## config.mk

```make
export PLATFORM = sky130hd
export DESIGN_NAME = cartridge_rtc_counter_latch_flat
export DESIGN_NICKNAME = d
export VERILOG_FILES = /design/src/design/crtc_pkg.sv /design/src/design/crtc_in_if.sv /design/src/design/crtc_out_if.sv /design/src/design/cartridge_rtc_counter_latch.sv /design/src/flat_wrapper.sv
export SDC_FILE = /design/constraint.sdc
export NUM_CORES = 1
export LEC_CHECK = 0
export ABC_AREA = 1
export CAP_MARGIN = 10
export CORE_MARGIN = 4
export CORE_UTILIZATION = 25
export DETAILED_ROUTE_END_ITERATION = 8
export DONT_BUFFER_PORTS = 1
export GPL_TIMING_DRIVEN = 0
export PLACE_DENSITY = 0.47
export SLEW_MARGIN = 20
export SYNTH_ARGS = -nofsm -noshare
export SYNTH_HDL_FRONTEND = slang
export SYNTH_SLANG_ARGS = --single-unit
```

## constraint.sdc

```tcl
create_clock -name i_clk -period 12.7 [get_ports i_clk]
set_input_delay 2.54 -clock i_clk [delete_from_list [all_inputs] [get_ports i_clk]]
set_output_delay 2.54 -clock i_clk [all_outputs]
set_load 0.005 [all_outputs]
```

## src/design/crtc_pkg.sv

```systemverilog
package crtc_pkg;

    localparam int SubsecPerSec = 60;
    localparam int SecPerMin    = 60;
    localparam int MinPerHour   = 60;
    localparam int HourPerDay   = 24;
    localparam int DaysPerWrap  = 365;

    localparam int FlagStopBit  = 6;
    localparam int FlagCarryBit = 7;

    localparam logic [1:0] OpTick  = 2'd0;
    localparam logic [1:0] OpLatch = 2'd1;
    localparam logic [1:0] OpWrite = 2'd2;

    localparam logic [3:0] RegSec    = 4'd8;
    localparam logic [3:0] RegMin    = 4'd9;
    localparam logic [3:0] RegHour   = 4'd10;
    localparam logic [3:0] RegDayLow = 4'd11;
    localparam logic [3:0] RegFlags  = 4'd12;

    typedef logic [7:0] t_byte;

    function automatic logic [5:0] mod60(input t_byte b);
        t_byte r;
        if (b >= 8'd240) begin
            r = b - 8'd240;
        end else if (b >= 8'd180) begin
            r = b - 8'd180;
        end else if (b >= 8'd120) begin
            r = b - 8'd120;
        end else if (b >= 8'd60) begin
            r = b - 8'd60;
        end else begin
            r = b;
        end
        return r[5:0];
    endfunction

    // The quotient b * 171 / 4096 equals b / 24 exactly for every byte value.
    function automatic logic [4:0] mod24(input t_byte b);
        logic [15:0] prod;
        logic [3:0]  q;
        t_byte       r;
        prod = {8'd0, b} * 16'd171;
        q    = prod[15:12];
        r    = b - ({4'd0, q} * 8'd24);
        return r[4:0];
    endfunction

    function automatic logic [8:0] mod365(input logic [8:0] d);
        logic [8:0] r;
        if (d >= 9'(DaysPerWrap)) begin
            r = d - 9'(DaysPerWrap);
        end else begin
            r = d;
        end
        return r;
    endfunction

endpackage

```

## src/design/crtc_in_if.sv

```systemverilog
interface crtc_in_if;
    logic       valid;
    logic       ready;
    logic [1:0] opcode;
    logic [7:0] data;
    logic [3:0] reg_select;

    modport source (output valid, output opcode, output data, output reg_select,
                    input ready);
    modport sink (input valid, input opcode, input data, input reg_select,
                  output ready);
endinterface

```

## src/design/crtc_out_if.sv

```systemverilog
interface crtc_out_if;
    logic       valid;
    logic       ready;
    logic [7:0] latched_seconds;
    logic [7:0] latched_minutes;
    logic [7:0] latched_hours;
    logic [8:0] latched_days;
    logic [7:0] latched_flags;
    logic       dirty;

    modport source (output valid, output latched_seconds, output latched_minutes,
                    output latched_hours, output latched_days, output latched_flags,
                    output dirty, input ready);
    modport sink (input valid, input latched_seconds, input latched_minutes,
                  input latched_hours, input latched_days, input latched_flags,
                  input dirty, output ready);
endinterface

```

## src/design/cartridge_rtc_counter_latch.sv

```systemverilog
// Real-time clock with a latch. Each input item is a tick, a latch write, a clock register
// write or an unused opcode that changes nothing, and each gives exactly one result item with
// the five latched registers and the dirty mark as they stand after that item. An item is
// captured in an input register and is worked through the counter cascade into the result
// register, so the block takes one item per cycle; it stalls only while a result waits at the
// output and the input register is full.
module cartridge_rtc_counter_latch
    import crtc_pkg::*;
(
    input  logic       i_clk,
    input  logic       i_rst_n,
    crtc_in_if.sink    i_in,
    crtc_out_if.source o_out
);

    logic       r_in_valid;
    logic [1:0] r_op;
    logic [7:0] r_data;
    logic [3:0] r_sel;

    logic       r_out_valid;
    logic [7:0] r_out_sec;
    logic [7:0] r_out_min;
    logic [7:0] r_out_hour;
    logic [8:0] r_out_day;
    logic [7:0] r_out_flags;
    logic       r_out_dirty;

    logic [5:0] r_sub, n_sub;
    logic [5:0] r_sec, n_sec;
    logic [5:0] r_min, n_min;
    logic [4:0] r_hour, n_hour;
    logic [8:0] r_day, n_day;
    logic [7:0] r_flags, n_flags;
    logic       r_latch_bit, n_latch_bit;
    logic [8:0] r_l_sec, n_l_sec;
    logic [8:0] r_l_min, n_l_min;
    logic [8:0] r_l_hour, n_l_hour;
    logic [8:0] r_l_day, n_l_day;
    logic [8:0] r_l_flags, n_l_flags;
    logic       r_dirty, n_dirty;

    logic adv;

    assign adv        = r_in_valid && (!r_out_valid || o_out.ready);
    assign i_in.ready = !r_in_valid || adv;

    always_comb begin
        n_sub       = r_sub;
        n_sec       = r_sec;
        n_min       = r_min;
        n_hour      = r_hour;
        n_day       = r_day;
        n_flags     = r_flags;
        n_latch_bit = r_latch_bit;
        n_l_sec     = r_l_sec;
        n_l_min     = r_l_min;
        n_l_hour    = r_l_hour;
        n_l_day     = r_l_day;
        n_l_flags   = r_l_flags;
        n_dirty     = r_dirty;
        unique case (r_op)
            OpTick: begin
                if (!r_flags[FlagStopBit]) begin
                    if (r_sub < 6'(SubsecPerSec - 1)) begin
                        n_sub = r_sub + 6'd1;
                    end else begin
                        n_sub = '0;
                        if (r_sec < 6'(SecPerMin - 1)) begin
                            n_sec = r_sec + 6'd1;
                        end else begin
                            n_sec = '0;
                            if (r_min < 6'(MinPerHour - 1)) begin
                                n_min = r_min + 6'd1;
                            end else begin
                                n_min = '0;
                                if (r_hour < 5'(HourPerDay - 1)) begin
                                    n_hour = r_hour + 5'd1;
                                end else begin
                                    n_hour = '0;
                                    if (r_day < 9'(DaysPerWrap - 1)) begin
                                        n_day = r_day + 9'd1;
                                    end else begin
                                        n_day = '0;
                                        n_flags[FlagCarryBit] = 1'b1;
                                    end
                                end
                            end
                        end
                    end
                end
            end
            OpLatch: begin
                if (r_data[0] && !r_latch_bit) begin
                    n_l_sec   = {3'd0, r_sec};
                    n_l_min   = {3'd0, r_min};
                    n_l_hour  = {4'd0, r_hour};
                    n_l_day   = r_day;
                    n_l_flags = {1'b0, r_flags};
                end
                n_latch_bit = r_data[0];
            end
            OpWrite: begin
                n_dirty = 1'b1;
                unique case (r_sel)
                    RegSec: begin
                        n_l_sec = {1'b0, r_data};
                        n_sec   = mod60(r_data);
                    end
                    RegMin: begin
                        n_l_min = {1'b0, r_data};
                        n_min   = mod60(r_data);
                    end
                    RegHour: begin
                        n_l_hour = {1'b0, r_data};
                        n_hour   = mod24(r_data);
                    end
                    RegDayLow: begin
                        n_l_day = {1'b0, r_data};
                        n_day   = mod365({r_day[8], r_data});
                    end
                    RegFlags: begin
                        n_l_flags = {1'b0, r_data};
                        n_flags   = r_data;
                        n_day     = mod365({r_data[0], r_day[7:0]});
                    end
                    default: begin
                    end
                endcase
            end
            default: begin
            end
        endcase
    end

    always_ff @(posedge i_clk) begin
        if (!i_rst_n) begin
            r_in_valid  <= 1'b0;
            r_out_valid <= 1'b0;
            r_sub       <= '0;
            r_sec       <= '0;
            r_min       <= '0;
            r_hour      <= '0;
            r_day       <= '0;
            r_flags     <= '0;
            r_latch_bit <= 1'b0;
            r_l_sec     <= '0;
            r_l_min     <= '0;
            r_l_hour    <= '0;
            r_l_day     <= '0;
            r_l_flags   <= '0;
            r_dirty     <= 1'b0;
        end else begin
            if (i_in.valid && i_in.ready) begin
                r_in_valid <= 1'b1;
            end else if (adv) begin
                r_in_valid <= 1'b0;
            end
            if (adv) begin
                r_out_valid <= 1'b1;
            end else if (o_out.ready) begin
                r_out_valid <= 1'b0;
            end
            if (adv) begin
                r_sub       <= n_sub;
                r_sec       <= n_sec;
                r_min       <= n_min;
                r_hour      <= n_hour;
                r_day       <= n_day;
                r_flags     <= n_flags;
                r_latch_bit <= n_latch_bit;
                r_l_sec     <= n_l_sec;
                r_l_min     <= n_l_min;
                r_l_hour    <= n_l_hour;
                r_l_day     <= n_l_day;
                r_l_flags   <= n_l_flags;
                r_dirty     <= n_dirty;
            end
        end
    end

    always_ff @(posedge i_clk) begin
        if (i_in.valid && i_in.ready) begin
            r_op   <= i_in.opcode;
            r_data <= i_in.data;
            r_sel  <= i_in.reg_select;
        end
        if (adv) begin
            r_out_sec   <= n_l_sec[7:0];
            r_out_min   <= n_l_min[7:0];
            r_out_hour  <= n_l_hour[7:0];
            r_out_day   <= n_l_day;
            r_out_flags <= n_l_flags[7:0];
            r_out_dirty <= n_dirty;
        end
    end

    assign o_out.valid           = r_out_valid;
    assign o_out.latched_seconds = r_out_sec;
    assign o_out.latched_minutes = r_out_min;
    assign o_out.latched_hours   = r_out_hour;
    assign o_out.latched_days    = r_out_day;
    assign o_out.latched_flags   = r_out_flags;
    assign o_out.dirty           = r_out_dirty;

endmodule

```

## src/flat_wrapper.sv

```systemverilog
// flat-port wrapper written by rule: the top's interface ports become plain ports
module cartridge_rtc_counter_latch_flat import crtc_pkg::*;
  (i_clk, i_rst_n, i_in_valid, i_in_opcode, i_in_data, i_in_reg_select, i_in_ready, o_out_valid, o_out_latched_seconds, o_out_latched_minutes, o_out_latched_hours, o_out_latched_days, o_out_latched_flags, o_out_dirty, o_out_ready);
  crtc_in_if i_in_i ();
  crtc_out_if o_out_i ();
  input  logic i_clk;
  input  logic i_rst_n;
  input wire logic [$bits(i_in_i.valid)-1:0] i_in_valid;
  input wire logic [$bits(i_in_i.opcode)-1:0] i_in_opcode;
  input wire logic [$bits(i_in_i.data)-1:0] i_in_data;
  input wire logic [$bits(i_in_i.reg_select)-1:0] i_in_reg_select;
  output wire logic [$bits(i_in_i.ready)-1:0] i_in_ready;
  output wire logic [$bits(o_out_i.valid)-1:0] o_out_valid;
  output wire logic [$bits(o_out_i.latched_seconds)-1:0] o_out_latched_seconds;
  output wire logic [$bits(o_out_i.latched_minutes)-1:0] o_out_latched_minutes;
  output wire logic [$bits(o_out_i.latched_hours)-1:0] o_out_latched_hours;
  output wire logic [$bits(o_out_i.latched_days)-1:0] o_out_latched_days;
  output wire logic [$bits(o_out_i.latched_flags)-1:0] o_out_latched_flags;
  output wire logic [$bits(o_out_i.dirty)-1:0] o_out_dirty;
  input wire logic [$bits(o_out_i.ready)-1:0] o_out_ready;
  assign i_in_i.valid = i_in_valid;
  assign i_in_i.opcode = i_in_opcode;
  assign i_in_i.data = i_in_data;
  assign i_in_i.reg_select = i_in_reg_select;
  assign i_in_ready = i_in_i.ready;
  assign o_out_valid = o_out_i.valid;
  assign o_out_latched_seconds = o_out_i.latched_seconds;
  assign o_out_latched_minutes = o_out_i.latched_minutes;
  assign o_out_latched_hours = o_out_i.latched_hours;
  assign o_out_latched_days = o_out_i.latched_days;
  assign o_out_latched_flags = o_out_i.latched_flags;
  assign o_out_dirty = o_out_i.dirty;
  assign o_out_i.ready = o_out_ready;
  cartridge_rtc_counter_latch u_core (.i_clk(i_clk), .i_rst_n(i_rst_n), .i_in(i_in_i), .o_out(o_out_i));
endmodule
```

==> metrics.md <==
| Metric | Value |
|---|---|
| CTS Hold Bufs | `0` |
| Seq/Total Area, Yosys | `38.93%` |
| # placed instances | `1532` |
| CP peak stage delay | `0.12 ns` |
| Crit-path leading delay family | `simple AND/OR/NAND/NOR gates` |
| Clock-pin transition on the worst setup and hold timing paths | `0.06 ns` |
| Synth Flop Type | `dfxtp_1` |
| Post-CTS resize count | `0` |
| Most frequent cells in the layout | `191 x inv_1, 153 x nand2_1, 94 x a21oi_1, 85 x dfxtp_1, 73 x nor2_1` |
| CP bufs+invs | `1` |
| Critical Path Stages | `2` |
| Die Wd | `194.4 µm` |
| Initial antenna violation count | `0` |
| Die Area | `0.03781 mm²` |
| Clk Latency, worst-skew pair | `0.43 ns` |
| Clock root cell | `clkbuf_16` |
| Max Cap Viol | `0` |
| Final global-route overflow total | `0` |
| Yosys warnings | `0` |
| Slew of the pin with the lowest slew margin | `1.026 ns` |
| Mapped Area | `0.008690 mm²` |
| Non-Filler Instances | `1564` |
| DR iter-0 viols | `513` |
| Routed Antenna Nets | `0` |
| Largest net degree at the start of global routing | `49` |
| ANT cells | `0` |
| Leak Pwr | `4.336 nW` |
| CP endpoint kind | `output pin` |
| CTS max path bufs | `2` |
| Total Power | `about 1.3 mW` |
| Number of nets in the layout | `around 1200` |
| CP Data Required Time | `slightly above 10 ns` |
| First drt pass iteration count | `5` |
| Finish-stage setup viols | `0` |
| Io pins | `62` |
| Shortest period the worst path allows | `5.233 ns` |
| Skew final | `0.01010 ns` |
| DP Wirelength | `19.80 mm` |
| Postcts setup bufs | `0` |
| Vias per cell | `4.643` |
| R2R depth | `21` |
| WHS | `0.4552 ns` |
| Crit-path cells | `inv_2 -> nand3_1` |
| Hold Fails Final Rpt | `0` |
| H-Tree Depth | `4` |
| Status | `finished, final reports clean` |
| Port Buffers | `0` |
| Sink Count | `141` |
| Post-route design area | `0.009903 mm²` |
| Average cell area after synthesis | `8.068 µm²` |
| Peak supply drop | `between 0.1 and 0.15 mV` |
| Tcrit/Tclk final | `41.20%` |
| Final-report max-slew violation count | `0` |
| Row count | `between 60 and 70` |
| Synth cell types | `50` |
| Gp weighted congestion | `0.8553` |
| CORE AREA | `between 0.03 and 0.04 mm²` |
| Initial core utilization | `between 20% and 30%` |
| Worst setup path class | `input pin to output pin` |
| CTS tree | `yes` |
| Pwr dens | `132.2 mW/mm²` |
| Slew headroom | `a little under a third` |
| Post-Route WL | `approximately 26 mm` |
| Via count | `7262` |
| Crit Path Max Fanout | `3` |
| Most common cell after layout, fill and taps aside | `inv_1` |
| Post-DP Area | `0.009259 mm²` |
| Wire per inst | `16.31 µm` |
| Crit path DAT | `2.69 ns` |
| Critical-path top delay cell | `nand3_1` |
| Vias in the first global route | `6948` |
| Seq cells post-synth | `141` |
| DRC Markers | `0` |
| Fmax | `191.1 MHz` |
| Post-Syn Nets | `around 1200` |
| Synthesized instance count | `1077` |
| Chip height | `194.4 µm` |
| Worst setup SP type | `input pin` |
| Area Growth Syn to Fin | `13.97%` |
| HP Class | `flop to flop` |
| Hold Path Stages | `2` |
| CTS Buf Count | `17` |
| Ratio of cells with drive above 1 in the final layout | `9.378%` |
| Number of synthesized flops with an enable pin | `56` |
| GRT Util Overall | `13.46%` |
| Setup TNS | `0 ns` |
| First-pass GRT wire length | `39.96 mm` |
| Share of flip-flops with an asynchronous set or reset | `0%` |
| RSZ-0062 raised after global routing | `no` |
worst min-delay path, stage by stage, from the launching register on:
cell and delay, ns:
dfxtp_1 0.31, inv_1 0.05, a21oi_1 0.05
sequential cells by signal, indices dropped and copies added (netlist names), 2 cells and up:
name                          flops
u_core.r_sel                      4
u_core.r_flags                    8
u_core.r_day                      9
u_core.r_min                      6
u_core.o_out.latched_hours        8
u_core.r_data                     8
u_core.r_l_hour                   8
u_core.r_l_min                    8
u_core.o_out.latched_minutes      8
u_core.r_l_sec                    8
u_core.o_out.latched_flags        8
u_core.r_l_day                    9
u_core.r_sec                      6
u_core.r_op                       2
u_core.r_sub                      6
u_core.o_out.latched_days         9
u_core.r_l_flags                  8
u_core.r_hour                     5
u_core.o_out.latched_seconds      8
final timing paths:
kind	start	endpoint	slack, ns
hold / removal	u_core.r_sub[5]	u_core.r_sub[5]	0.46
hold reg to reg	u_core.r_sub[5]	u_core.r_sub[5]	0.46
setup / recovery	o_out_ready	i_in_ready	7.47
setup reg to reg	u_core.r_data[1]	u_core.r_hour[4]	7.78
per-layer routing:
layer | vias up | track usage (%) | wire (µm)
met1 | 3392 | 19.56 | 12540
met3 | 29 | 3.120 | 1575
met4 | 0 | 3.568 | 387
met5 | - | 0 | 0
li1 | 3645 | - | -
met2 | 196 | 20.11 | 11000
kinds of logic (layout without fill, tap and decap cells):
group                      after synthesis  count (layout)  share of synthesized area (%)
and+or+nand+nor                        325             325                          18.16
buffers and inverters                  237             269                          10.63
DFF                                    141             141                          38.93
AOI/OAI and AO/OA                      283             283                          19.01
xor gates and xnor gates                18              18                          1.814
adders and majority gates               73              73                          11.46
power breakdown:
part           internal (mW)  leakage (nW)  switching [mW]
sequential             0.496          1.23          0.0174
combinational         0.0834          2.79           0.161
clock                  0.350         0.308           0.201
total                  0.929          4.34           0.380
cell usage after synthesis, types with 11 or more instances:
cell | n | area share, %
nor2_1 | 73 | 3.2
inv_2 | 11 | 0.48
o21ai_1 | 37 | 2.1
ha_1 | 62 | 8.9
a21oi_1 | 94 | 5.4
fa_1 | 11 | 2.5
o22ai_1 | 15 | 1.1
clkbuf_1 | 20 | 0.86
inv_1 | 191 | 8.3
nand3_1 | 42 | 2.4
xor2_1 | 12 | 1.2
o21ai_2 | 11 | 1.1
o21ai_0 | 69 | 4.0
a32oi_1 | 17 | 1.7
edfxtp_1 | 56 | 19
nand2_1 | 153 | 6.6
dfxtp_1 | 85 | 20
final cells by class:
class	count	area (µm²)
Multi-Input combinational cell	699	4383
Sequential cell	141	3383
Inverter	204	770.7
Fill cell	3736	24470
Clock buffer	19	432.9
Buffer	33	152.6
Clock inverter	13	211.5
Tap cell	455	569.3
metrics by stage:
step	setup WS, ns	utilization [%]
after floorplan	7.491	-
after global placement	7.463	26.94
after detailed placement	7.463	26.94
after CTS	7.463	28.81
after global routing	7.321	28.81
final	7.467	28.81
Note: power is estimated with default switching activity, not from simulation.
